==> src/rtl/core/bdns_pkg.sv <==
// Package for the binary descriptor nearest search block.
// Holds the word types, sizing constants and the bit count helpers; no dependencies.
`timescale 1ns / 1ps

package bdns_pkg;

    // Search sizing
    localparam int MAX_CANDIDATES = 4096;
    localparam int CNT_W          = $clog2(MAX_CANDIDATES + 1);
    localparam int IDX_W          = 12;
    localparam int DIST_W         = 9;
    localparam int WORD_W         = 64;
    localparam int NUM_WORDS      = 4;
    localparam int DESC_W         = WORD_W * NUM_WORDS;
    localparam int REG_IDX_W      = 2;

    // Distance above any real one, marks an empty search
    localparam logic [DIST_W-1:0] NO_DISTANCE = DIST_W'(257);

    // Bit count split: 16 chunks of 16 bits
    localparam int CHUNK_W    = 16;
    localparam int NUM_CHUNKS = DESC_W / CHUNK_W;
    localparam int PART_W     = 5;

    // Decoupling queue between front and back
    localparam int FIFO_DEPTH = 4;
    localparam int FIFO_PTR_W = $clog2(FIFO_DEPTH);

    // Input word
    typedef struct packed {
        logic              last_candidate;
        logic [WORD_W-1:0] cand_word_3;
        logic [WORD_W-1:0] cand_word_2;
        logic [WORD_W-1:0] cand_word_1;
        logic [WORD_W-1:0] cand_word_0;
    } cand_t;

    // Result word
    typedef struct packed {
        logic [DIST_W-1:0] nearest_dist;
        logic [IDX_W-1:0]  best_index;
        logic              too_many;
    } result_t;

    // Queue entry: a classified candidate
    typedef struct packed {
        logic [DIST_W-1:0] hamming;
        logic              last;
    } dist_t;

    // Set bits of a 16-bit chunk, as an adder tree
    function automatic logic [PART_W-1:0] popcnt16(input logic [CHUNK_W-1:0] v);
        logic [7:0][1:0] l1;
        logic [3:0][2:0] l2;
        logic [1:0][3:0] l3;
        for (int i = 0; i < 8; i++) begin
            l1[i] = {1'b0, v[2*i]} + {1'b0, v[2*i+1]};
        end
        for (int i = 0; i < 4; i++) begin
            l2[i] = {1'b0, l1[2*i]} + {1'b0, l1[2*i+1]};
        end
        for (int i = 0; i < 2; i++) begin
            l3[i] = {1'b0, l2[2*i]} + {1'b0, l2[2*i+1]};
        end
        return {1'b0, l3[0]} + {1'b0, l3[1]};
    endfunction

    // Sum of the 16 chunk counts, as an adder tree
    function automatic logic [DIST_W-1:0] sum16(
        input logic [NUM_CHUNKS-1:0][PART_W-1:0] p
    );
        logic [7:0][5:0] s1;
        logic [3:0][6:0] s2;
        logic [1:0][7:0] s3;
        for (int i = 0; i < 8; i++) begin
            s1[i] = {1'b0, p[2*i]} + {1'b0, p[2*i+1]};
        end
        for (int i = 0; i < 4; i++) begin
            s2[i] = {1'b0, s1[2*i]} + {1'b0, s1[2*i+1]};
        end
        for (int i = 0; i < 2; i++) begin
            s3[i] = {1'b0, s2[2*i]} + {1'b0, s2[2*i+1]};
        end
        return {1'b0, s3[0]} + {1'b0, s3[1]};
    endfunction

endpackage

==> src/rtl/core/bdns_front.sv <==
// Front end: query registers, candidate intake, XOR and two-stage bit count.
// Depends on bdns_pkg.
`timescale 1ns / 1ps

module bdns_front import bdns_pkg::*; (
    input  logic                 aclk,
    input  logic                 aresetn,
    input  logic                 cfg_we,
    input  logic [REG_IDX_W-1:0] cfg_index,
    input  logic [WORD_W-1:0]    cfg_wdata,
    input  logic                 s_valid,
    output logic                 s_ready,
    input  cand_t                s_item,
    output logic                 q_valid,
    input  logic                 q_ready,
    output dist_t                q_data
);

    logic [NUM_WORDS-1:0][WORD_W-1:0]     query_reg;
    logic                                 a_valid_reg;
    logic [DESC_W-1:0]                    a_xor_reg;
    logic                                 a_last_reg;
    logic                                 b_valid_reg;
    logic [NUM_CHUNKS-1:0][PART_W-1:0]    b_cnt_reg;
    logic                                 b_last_reg;
    logic [NUM_CHUNKS-1:0][PART_W-1:0]    b_cnt_next;
    logic                                 adv_a;
    logic                                 adv_b;
    logic [DESC_W-1:0]                    cand_bits;

    // Query registers
    always_ff @(posedge aclk) begin
        if (!aresetn) begin
            query_reg <= '0;
        end else if (cfg_we) begin
            query_reg[cfg_index] <= cfg_wdata;
        end
    end

    // Stall chain: each stage moves when the next one can take its word
    assign adv_b   = !b_valid_reg || q_ready;
    assign adv_a   = !a_valid_reg || adv_b;
    assign s_ready = adv_a;

    assign cand_bits = {s_item.cand_word_3, s_item.cand_word_2,
                        s_item.cand_word_1, s_item.cand_word_0};

    // Per-chunk counts of the differing bits
    always_comb begin
        for (int i = 0; i < NUM_CHUNKS; i++) begin
            b_cnt_next[i] = popcnt16(a_xor_reg[i*CHUNK_W +: CHUNK_W]);
        end
    end

    // Valid bits
    always_ff @(posedge aclk) begin
        if (!aresetn) begin
            a_valid_reg <= 1'b0;
            b_valid_reg <= 1'b0;
        end else begin
            if (adv_a) a_valid_reg <= s_valid;
            if (adv_b) b_valid_reg <= a_valid_reg;
        end
    end

    // Payload stages
    always_ff @(posedge aclk) begin
        if (adv_a) begin
            a_xor_reg  <= cand_bits ^ query_reg;
            a_last_reg <= s_item.last_candidate;
        end
        if (adv_b) begin
            b_cnt_reg  <= b_cnt_next;
            b_last_reg <= a_last_reg;
        end
    end

    // Final sum goes straight into the queue
    assign q_valid = b_valid_reg;
    assign q_data  = '{hamming: sum16(b_cnt_reg), last: b_last_reg};

endmodule

==> src/rtl/core/bdns_fifo.sv <==
// Short queue between the front end and the search back end.
// Depends on bdns_pkg.
`timescale 1ns / 1ps

module bdns_fifo import bdns_pkg::*; (
    input  logic   aclk,
    input  logic   aresetn,
    input  logic   wr_valid,
    output logic   wr_ready,
    input  dist_t  wr_data,
    output logic   rd_valid,
    input  logic   rd_ready,
    output dist_t  rd_data
);

    dist_t                 mem [FIFO_DEPTH];
    logic [FIFO_PTR_W-1:0] wr_ptr_reg;
    logic [FIFO_PTR_W-1:0] rd_ptr_reg;
    logic [FIFO_PTR_W:0]   count_reg;
    logic                  push;
    logic                  pop;

    assign wr_ready = (count_reg != (FIFO_PTR_W+1)'(FIFO_DEPTH));
    assign rd_valid = (count_reg != '0);
    assign push     = wr_valid && wr_ready;
    assign pop      = rd_valid && rd_ready;
    assign rd_data  = mem[rd_ptr_reg];

    // Storage
    always_ff @(posedge aclk) begin
        if (push) mem[wr_ptr_reg] <= wr_data;
    end

    // Pointers and fill level
    always_ff @(posedge aclk) begin
        if (!aresetn) begin
            wr_ptr_reg <= '0;
            rd_ptr_reg <= '0;
            count_reg  <= '0;
        end else begin
            if (push) wr_ptr_reg <= wr_ptr_reg + 1'b1;
            if (pop)  rd_ptr_reg <= rd_ptr_reg + 1'b1;
            if (push && !pop)      count_reg <= count_reg + 1'b1;
            else if (pop && !push) count_reg <= count_reg - 1'b1;
        end
    end

endmodule

==> src/rtl/core/bdns_back.sv <==
// Back end: running minimum, candidate count, overflow flag and result register.
// Depends on bdns_pkg.
`timescale 1ns / 1ps

module bdns_back import bdns_pkg::*; (
    input  logic    aclk,
    input  logic    aresetn,
    input  logic    q_valid,
    output logic    q_ready,
    input  dist_t   q_data,
    output logic    m_valid,
    input  logic    m_ready,
    output result_t m_item
);

    logic [DIST_W-1:0] min_reg;
    logic [DIST_W-1:0] min_next;
    logic [IDX_W-1:0]  best_reg;
    logic [IDX_W-1:0]  best_next;
    logic [CNT_W-1:0]  cnt_reg;
    logic [CNT_W-1:0]  cnt_next;
    logic              ovf_reg;
    logic              ovf_next;
    logic              m_valid_reg;
    result_t           m_item_reg;
    logic              out_free;
    logic              pop;
    logic              in_range;

    // A last word needs the result slot; other words always go
    assign out_free = !m_valid_reg || m_ready;
    assign q_ready  = !q_data.last || out_free;
    assign pop      = q_valid && q_ready;
    assign in_range = (cnt_reg < CNT_W'(MAX_CANDIDATES));

    // Search update for the word at the queue head
    always_comb begin
        min_next  = min_reg;
        best_next = best_reg;
        cnt_next  = cnt_reg;
        ovf_next  = ovf_reg;
        if (in_range) begin
            if (q_data.hamming < min_reg) begin
                min_next  = q_data.hamming;
                best_next = cnt_reg[IDX_W-1:0];
            end
            cnt_next = cnt_reg + 1'b1;
        end else begin
            ovf_next = 1'b1;
        end
    end

    // Search state, cleared after the last word
    always_ff @(posedge aclk) begin
        if (!aresetn) begin
            min_reg  <= NO_DISTANCE;
            best_reg <= '0;
            cnt_reg  <= '0;
            ovf_reg  <= 1'b0;
        end else if (pop) begin
            if (q_data.last) begin
                min_reg  <= NO_DISTANCE;
                best_reg <= '0;
                cnt_reg  <= '0;
                ovf_reg  <= 1'b0;
            end else begin
                min_reg  <= min_next;
                best_reg <= best_next;
                cnt_reg  <= cnt_next;
                ovf_reg  <= ovf_next;
            end
        end
    end

    // Result register
    always_ff @(posedge aclk) begin
        if (!aresetn) begin
            m_valid_reg <= 1'b0;
        end else if (pop && q_data.last) begin
            m_valid_reg <= 1'b1;
        end else if (m_ready) begin
            m_valid_reg <= 1'b0;
        end
    end

    always_ff @(posedge aclk) begin
        if (pop && q_data.last) begin
            m_item_reg.nearest_dist <= min_next;
            m_item_reg.best_index   <= best_next;
            m_item_reg.too_many     <= ovf_next;
        end
    end

    assign m_valid = m_valid_reg;
    assign m_item  = m_item_reg;

endmodule

==> src/rtl/core/binary_descriptor_nearest_search.sv <==
// Top level of the binary descriptor nearest search.
// Depends on bdns_pkg, bdns_front, bdns_fifo and bdns_back.
`timescale 1ns / 1ps

// Hamming nearest-neighbor search over 256-bit descriptors. Write the query as four
// 64-bit words at register indexes 0..3 while the block is idle, then stream candidates,
// one word per cycle; the word with last_candidate set closes the search and produces
// one result (minimum distance, index of the first candidate at that distance, and an
// overflow flag if more than MAX_CANDIDATES words came in). Throughput is one candidate
// per clock unless a last word waits on an untaken result. An accepted candidate passes
// the XOR stage, the chunk bit count stage, then the final sum written into a four-entry
// queue, whose head the back end compares and, for a last word, loads into the result
// register. The queue lets the front end keep taking words while a result waits.
module binary_descriptor_nearest_search import bdns_pkg::*; (
    input  logic                 aclk,
    input  logic                 aresetn,
    input  logic                 cfg_we,
    input  logic [REG_IDX_W-1:0] cfg_index,
    input  logic [WORD_W-1:0]    cfg_wdata,
    input  logic                 s_valid,
    output logic                 s_ready,
    input  cand_t                s_item,
    output logic                 m_valid,
    input  logic                 m_ready,
    output result_t              m_item
);

    logic  fq_valid;
    logic  fq_ready;
    dist_t fq_data;
    logic  qb_valid;
    logic  qb_ready;
    dist_t qb_data;

    bdns_front u_front (
        .aclk      (aclk),
        .aresetn   (aresetn),
        .cfg_we    (cfg_we),
        .cfg_index (cfg_index),
        .cfg_wdata (cfg_wdata),
        .s_valid   (s_valid),
        .s_ready   (s_ready),
        .s_item    (s_item),
        .q_valid   (fq_valid),
        .q_ready   (fq_ready),
        .q_data    (fq_data)
    );

    bdns_fifo u_fifo (
        .aclk     (aclk),
        .aresetn  (aresetn),
        .wr_valid (fq_valid),
        .wr_ready (fq_ready),
        .wr_data  (fq_data),
        .rd_valid (qb_valid),
        .rd_ready (qb_ready),
        .rd_data  (qb_data)
    );

    bdns_back u_back (
        .aclk    (aclk),
        .aresetn (aresetn),
        .q_valid (qb_valid),
        .q_ready (qb_ready),
        .q_data  (qb_data),
        .m_valid (m_valid),
        .m_ready (m_ready),
        .m_item  (m_item)
    );

    // A candidate distance never exceeds the descriptor width
    a_dist_range: assert property (@(posedge aclk) disable iff (!aresetn)
        qb_valid |-> (qb_data.hamming <= DIST_W'(DESC_W)))
        else $error("candidate distance out of range");

    // Every search compares at least one candidate, so a result holds a real distance
    a_result_dist: assert property (@(posedge aclk) disable iff (!aresetn)
        m_valid |-> (m_item.nearest_dist <= DIST_W'(DESC_W)))
        else $error("result carries no distance");

    // The back end never closes a search while an unread result would be lost
    a_no_overwrite: assert property (@(posedge aclk) disable iff (!aresetn)
        (qb_valid && qb_ready && qb_data.last) |-> (!m_valid || m_ready))
        else $error("result overwritten before it was taken");

    // A stalled front stage keeps its word valid until the queue takes it
    a_front_stall: assert property (@(posedge aclk) disable iff (!aresetn)
        (fq_valid && !fq_ready) |=> fq_valid)
        else $error("front stage dropped a word while stalled");

endmodule
==> config.mk <==
export PLATFORM = sky130hd
export DESIGN_NAME = binary_descriptor_nearest_search
export DESIGN_NICKNAME = d
export VERILOG_FILES = /design/src/rtl/core/bdns_pkg.sv /design/src/rtl/core/bdns_front.sv /design/src/rtl/core/bdns_fifo.sv /design/src/rtl/core/bdns_back.sv /design/src/rtl/core/binary_descriptor_nearest_search.sv
export SDC_FILE = /design/constraint.sdc
export NUM_CORES = 1
export LEC_CHECK = 0
export BUFFER_PORTS_ARGS = -buffer_cell sky130_fd_sc_hd__clkbuf_2
export CAP_MARGIN = 5
export CORE_MARGIN = 8
export CORE_UTILIZATION = 50
export DETAILED_ROUTE_END_ITERATION = 7
export PLACE_DENSITY = 0.74
export SLEW_MARGIN = 10
export SYNTH_ARGS = -nofsm -noshare
export SYNTH_HDL_FRONTEND = slang
export SYNTH_SLANG_ARGS = --single-unit
==> constraint.sdc <==
create_clock -name aclk -period 9.17 [get_ports aclk]
set_input_delay 2.751 -clock aclk [delete_from_list [all_inputs] [get_ports aclk]]
set_output_delay 2.751 -clock aclk [all_outputs]
set_load 0.01 [all_outputs]
==> impl_metrics.tcl, run 1 <==
set metrics [dict create \
    min_path_type "flip-flop to flip-flop" \
    yosysTopAreaCell "edfxtp_1" \
    num_io_pins 352 \
    netlist_instances 2948 \
    layout_commonest_cell "nand2_1" \
    layout_common_cells "534 x nand2_1, 416 x inv_1, 400 x edfxtp_1" \
    detail-route-antenna-nets 0 \
    clock-root-buffer "clkbuf_16" \
    die_h_um 279.3 \
    cp.required_ps 9590 \
    overflow 0 \
    hold_violations 0 \
    numCtsBuffers 76 \
    worst_pin_slew_ps 1085 \
    grt_pass1_wl_um 122700 \
    grt_max_degree 101 \
    rows 96 \
    period_needed_ps 5383 \
    drv_slew 0 \
    layout.cells.non_filler 4296 \
    finalSetupTns_ps 0 \
    synth-edff-count 400 \
    fin_crit_sh 0.5870 \
    synth_area_sq_um 34660 \
    yosysSeqAreaShare 0.5215 \
    cts_tree "yes" \
    critPathKind "flip-flop to flip-flop" \
    ys_warn_count 0 \
    drive_gt1_frac 0.1529 \
    critical_path.startpoint_type "flip-flop" \
    maxCapViolations 0 \
    arrival_ps 5800 \
    nets 3959 \
    max_freq_ghz 0.1858 \
    synth.avg_cell_area_sq_um 11.76 \
    via_count 21100 \
    yosys_register_bits 703 \
    synth_top_area_share 0.3465 \
    start_util 0.5054 \
    postCtsSetupBuffers 0 \
    worstSetupEndpointType "flip-flop" \
    setup_violations 0 \
    drc 0 \
    placed_cells 4145 \
    clkLatencyLatePin_ps 630 \
    fin_skew_ps 21.68 \
    synthDistinctLibCells 56 \
    holdWs_ps 462.1 \
    worstPathMaxFanout 4 \
    grt_use_total 0.2026 \
    synth.area.top_cells "edfxtp_1 35%, dfxtp_1 17%, fa_1 13%" \
    syn_to_final_growth_pct 15.09 \
    antenna_found_initial 10 \
    core_area_sq_um 68590 \
    cts_resized 0 \
    htree_num_levels 3 \
    vias_per_cell 4.912 \
    port_buffers 351 \
    cts_sinks 703 \
    routed_wl_um 79220 \
    drtIter0Drc 1274 \
    cts_hold_buf 0 \
    grt_pass1_vias 22270 \
    rsz0062_at_grt "no" \
    synth-main-ff-cell "edfxtp_1" \
    first_pass_iters 5 \
    syn-num-nets 3615 \
    place_hpwl_um 58470 \
    routabilityCongestion 0.8217 \
    slew_headroom 0.2762 \
    die_w_um 279.3 \
    outcome "complete, no violations" \
    wl_per_cell_um 18.44 \
    clk_pin_slew_ps 60 \
    synthArstFlopShare 0 \
    ctsLongestPathBuffers 3 \
    dieArea_sq_um 78010 \
]
==> synth_stat cells (12+ instances only) <==
| cell type | n |
|---|---|
| a211o_1 | 12 |
| a21boi_0 | 257 |
| a21o_1 | 18 |
| a21oi_1 | 41 |
| and2_1 | 13 |
| and3_1 | 16 |
| clkbuf_1 | 93 |
| dfxtp_1 | 303 |
| edfxtp_1 | 400 |
| fa_1 | 227 |
| ha_1 | 112 |
| inv_1 | 417 |
| mux2_1 | 12 |
| nand2_1 | 535 |
| nand3_1 | 27 |
| nor2_1 | 17 |
| nor2b_1 | 23 |
| o21a_1 | 17 |
| o21ai_1 | 22 |
| xnor2_1 | 44 |
| xor2_1 | 262 |
==> metal layers <==
| layer | routed length [um] | vias up | GRT usage | part of all wire |
|---|---|---|---|---|
| met5 | 23 | - | 0 | 0.00029 |
| met4 | 2052 | 4 | 0.06471 | 0.026 |
| met3 | 4255 | 123 | 0.03345 | 0.054 |
| met2 | 40960 | 501 | 0.3635 | 0.52 |
| met1 | 31930 | 10270 | 0.2482 | 0.40 |
| li1 | - | 10210 | - | - |
==> final cells by class <==
cell class	instances	area [sq um]
diodes	9	22.52
clock buffers	113	2183
clock inverters	29	329.1
fillers	5536	28690
inverters	418	1570
multi-input cells	1721	14630
flip-flops and latches	703	18080
well taps	931	1165
repair buffers	372	1921
==> worst max-delay path, stage by stage, from the launching register on <==
cell      delay [ps]
edfxtp_1         390
fa_1             540
inv_1             50
fa_1             510
inv_1             60
fa_1             460
fa_1             520
fa_1             550
inv_1             60
fa_1             530
inv_1             40
ha_1             210
fa_1             410
a21o_1           180
a21oi_1          220
o21bai_1          90
a21oi_1          170
xnor2_1          200
==> worst paths after layout <==
path / to / slack, ps / cells past startpoint / startpoint
max: u_fifo.mem[1][9] / 3790 / 17 / u_front.b_cnt_reg[32]
min: u_front.b_last_reg / 460 / 0 / u_front.a_last_reg
max reg2reg: u_fifo.mem[1][9] / 3790 / 17 / u_front.b_cnt_reg[32]
min reg2reg: u_front.b_last_reg / 460 / 0 / u_front.a_last_reg
==> cell families (layout without fill, tap and decap cells) <==
| group | Yosys count | count (layout) | synth area share |
|---|---|---|---|
| compound gates | 390 | 390 | 0.08093 |
| xor+xnor | 306 | 306 | 0.07732 |
| fa+ha+maj | 339 | 339 | 0.1715 |
| buf+inv | 524 | 932 | 0.05743 |
| flops | 703 | 703 | 0.5215 |
| mux | 27 | 27 | 0.01148 |
| other cells | 0 | 9 | 0 |
| simple gates | 659 | 659 | 0.07981 |
==> through the flow <==
stage          area, sq um  setup WS (ps)    util
6_report             39890           3787  0.5817
5_1_grt              39890           3535  0.5816
4_1_cts              39870           3757  0.5813
3_5_place_dp         37360           3756  0.5447
3_3_place_gp         37360           3844  0.5447
2_1_floorplan        34660          276.9       -
Power of run 1 is left out: the tool's default activity adds up to more than one toggle a clock period on the data nets, which glitch-free logic cannot reach.
==> run 2: changes to the inputs <==
- ABC_AREA: not set -> 1
- clock period: 9.17 -> 4.5 ns (I/O delays scaled with it)
==> impl_metrics.tcl, run 2 <==
set metrics [dict create \
    drv_slew 0 \
    post-place-ws_ps -484.9 \
    wl_per_cell_um 19.32 \
    synthArstFlopShare 0 \
    synth_most_common_cell "inv_1" \
    vias_per_cell 5.122 \
    grt_pass1_vias 23710 \
    yosys_register_bits 703 \
    core_area_sq_um 68350 \
    layout_commonest_cell "inv_1" \
    overflow 0 \
    synth-edff-count 400 \
    maxCapViolations 0 \
    first_pass_iters 5 \
    drc 0 \
    rows 96 \
    synth_top_area_share 0.3490 \
    ctsLongestPathBuffers 3 \
    grt_max_degree 132 \
    syn-num-nets 3820 \
    synth-main-ff-cell "edfxtp_1" \
    yosysTopAreaCell "edfxtp_1" \
    layout_common_cells "462 x inv_1, 400 x edfxtp_1, 349 x clkbuf_2" \
    reg2reg_slack_ps -340 \
    worst_pin_slew_ps 1082 \
    cts_tree "yes" \
    synth_area_sq_um 34420 \
    fin_skew_ps 27.92 \
    syn_to_final_growth_pct 15.66 \
    numCtsBuffers 78 \
    setup_violations 20 \
    num_io_pins 352 \
    hold_violations 0 \
    grt_use_total 0.2197 \
    dieArea_sq_um 77500 \
    routed-wl-met2_um 44270 \
    outcome "complete, but fails checks" \
    start_util 0.5036 \
    worstPathMaxFanout 4 \
    routabilityCongestion 0.8416 \
    nFillCells 5602 \
    violations "setup timing" \
    critPathKind "flip-flop to flip-flop" \
    clock-root-buffer "clkbuf_16" \
    rsz0062_at_grt "yes" \
    synth.avg_cell_area_sq_um 10.92 \
    netlist_instances 3153 \
    cts_hold_buf 0 \
    fin_crit_sh 1.075 \
    clkLatencyLatePin_ps 630 \
    port_buffers 351 \
    drive_gt1_frac 0.1588 \
    cp.required_ps 4860 \
    holdWs_ps 460.3 \
    die_h_um 278.4 \
    routed_wl_um 86120 \
    cts_sinks 703 \
    place_hpwl_um 62150 \
    arrival_ps 5200 \
    synth.area.top_cells "edfxtp_1 35%, dfxtp_1 18%, fa_1 13%" \
    detail-route-antenna-nets 0 \
    via_count 22830 \
    maxUsedRoutingLayer "met5" \
    critical_path.startpoint_type "flip-flop" \
    slew_headroom 0.2790 \
    synthDistinctLibCells 31 \
    die_w_um 278.4 \
    worstSetupEndpointType "flip-flop" \
    grt_pass1_wl_um 132500 \
    htree_num_levels 3 \
    drtIter0Drc 1694 \
    yosysSeqAreaShare 0.5252 \
    ys_warn_count 0 \
    clk_pin_slew_ps 60 \
    period_needed_ps 4840 \
    m1WireLength_um 34730 \
    antenna_found_initial 6 \
    max_freq_ghz 0.2066 \
    nets 4171 \
    synthTopCellsByCount "472 x inv_1, 400 x edfxtp_1, 315 x nand2_1" \
    min_path_type "flip-flop to flip-flop" \
    worst_slack_ps -339.7 \
    met3_length_um 4542 \
]
[run 2: changes by cell type in the layout (fill, tap and decap cells not counted), moves of 18 or more]
cell | before | now
a21o_1 | 18 | 0
nand2_1 | 534 | 309
o21ai_0 | 3 | 155
inv_1 | 416 | 462
o21ai_1 | 21 | 1
nor2b_1 | 23 | 0
nand3_1 | 26 | 201
a21boi_0 | 257 | 0
xnor2_1 | 44 | 19
nor2_1 | 16 | 288
a21oi_1 | 41 | 193
[run 2: routing by layer]
metal	vias to the layer above	track usage
li1	10800	-
met1	11220	0.2731
met2	663	0.3892
met3	148	0.03668
met4	2	0.06925
met5	-	0
[run 2: worst paths after layout]
kind | startpoint | endpoint | cells past startpoint
worst max-delay path | u_front.b_cnt_reg[52] | u_fifo.mem[1][9] | 18
worst min-delay path | u_back.ovf_reg | u_back.ovf_reg | 2
worst max register to register | u_front.b_cnt_reg[52] | u_fifo.mem[1][9] | 18
worst min register to register | u_back.ovf_reg | u_back.ovf_reg | 2
[run 2: layout make-up]
type,count,area (sq um),area share
sequential,703,18080,0.4541
tap,882,1104,0.02772
inverter,479,1803,0.04529
timing repair buffer,388,2072,0.05204
clock buffer,105,2156,0.05415
antenna,6,15.01,0.0003771
multi-input combinational,1854,14170,0.3559
clock inverter,41,415.4,0.01043
[run 2: cells by family after synthesis]
group                    Yosys count  share of synthesized area
AND/OR/NAND/NOR                  860                     0.1061
XOR/XNOR                         299                    0.07608
flip-flops                       703                     0.5252
adder cells (fa/ha/maj)          339                     0.1727
buffers and inverters            596                    0.06801
AO/OA/AOI/OAI                    356                    0.05194
[run 2: worst max-delay path, cell delays in order, from the launching register on]
cell	delay (ps)
edfxtp_1	390
inv_2	70
fa_1	450
fa_1	530
inv_2	40
fa_1	550
fa_1	450
fa_1	500
inv_1	50
fa_1	470
inv_1	40
ha_2	170
fa_2	350
nand3_2	80
nand2_2	60
nand2_2	60
nand2_2	60
a21oi_4	150
xnor2_2	100
[run 2: through the flow]
step | cell area (sq um) | cells | util | setup TNS [ps]
2_1_floorplan | 34460 | 3153 | - | -483670
3_3_place_gp | 37110 | 4305 | 0.5429 | -5211
3_5_place_dp | 37110 | 4305 | 0.5429 | -7532
4_1_cts | 39750 | 4451 | 0.5815 | -4659
5_1_grt | 39810 | 4455 | 0.5824 | -9252
6_report | 39810 | 4458 | 0.5825 | -5101
[run 2: repair_timing]
| item | CTS | global route |
|---|---|---|
| endpoints found under the setup margin | 24 | 24 |
| setup buffers | 1 | 3 |
| hold endpoints to repair | 0 | 0 |
| resized for setup | 11 | 13 |
| pin swaps | 16 | 7 |
Power of run 2 is left out for the same reason.
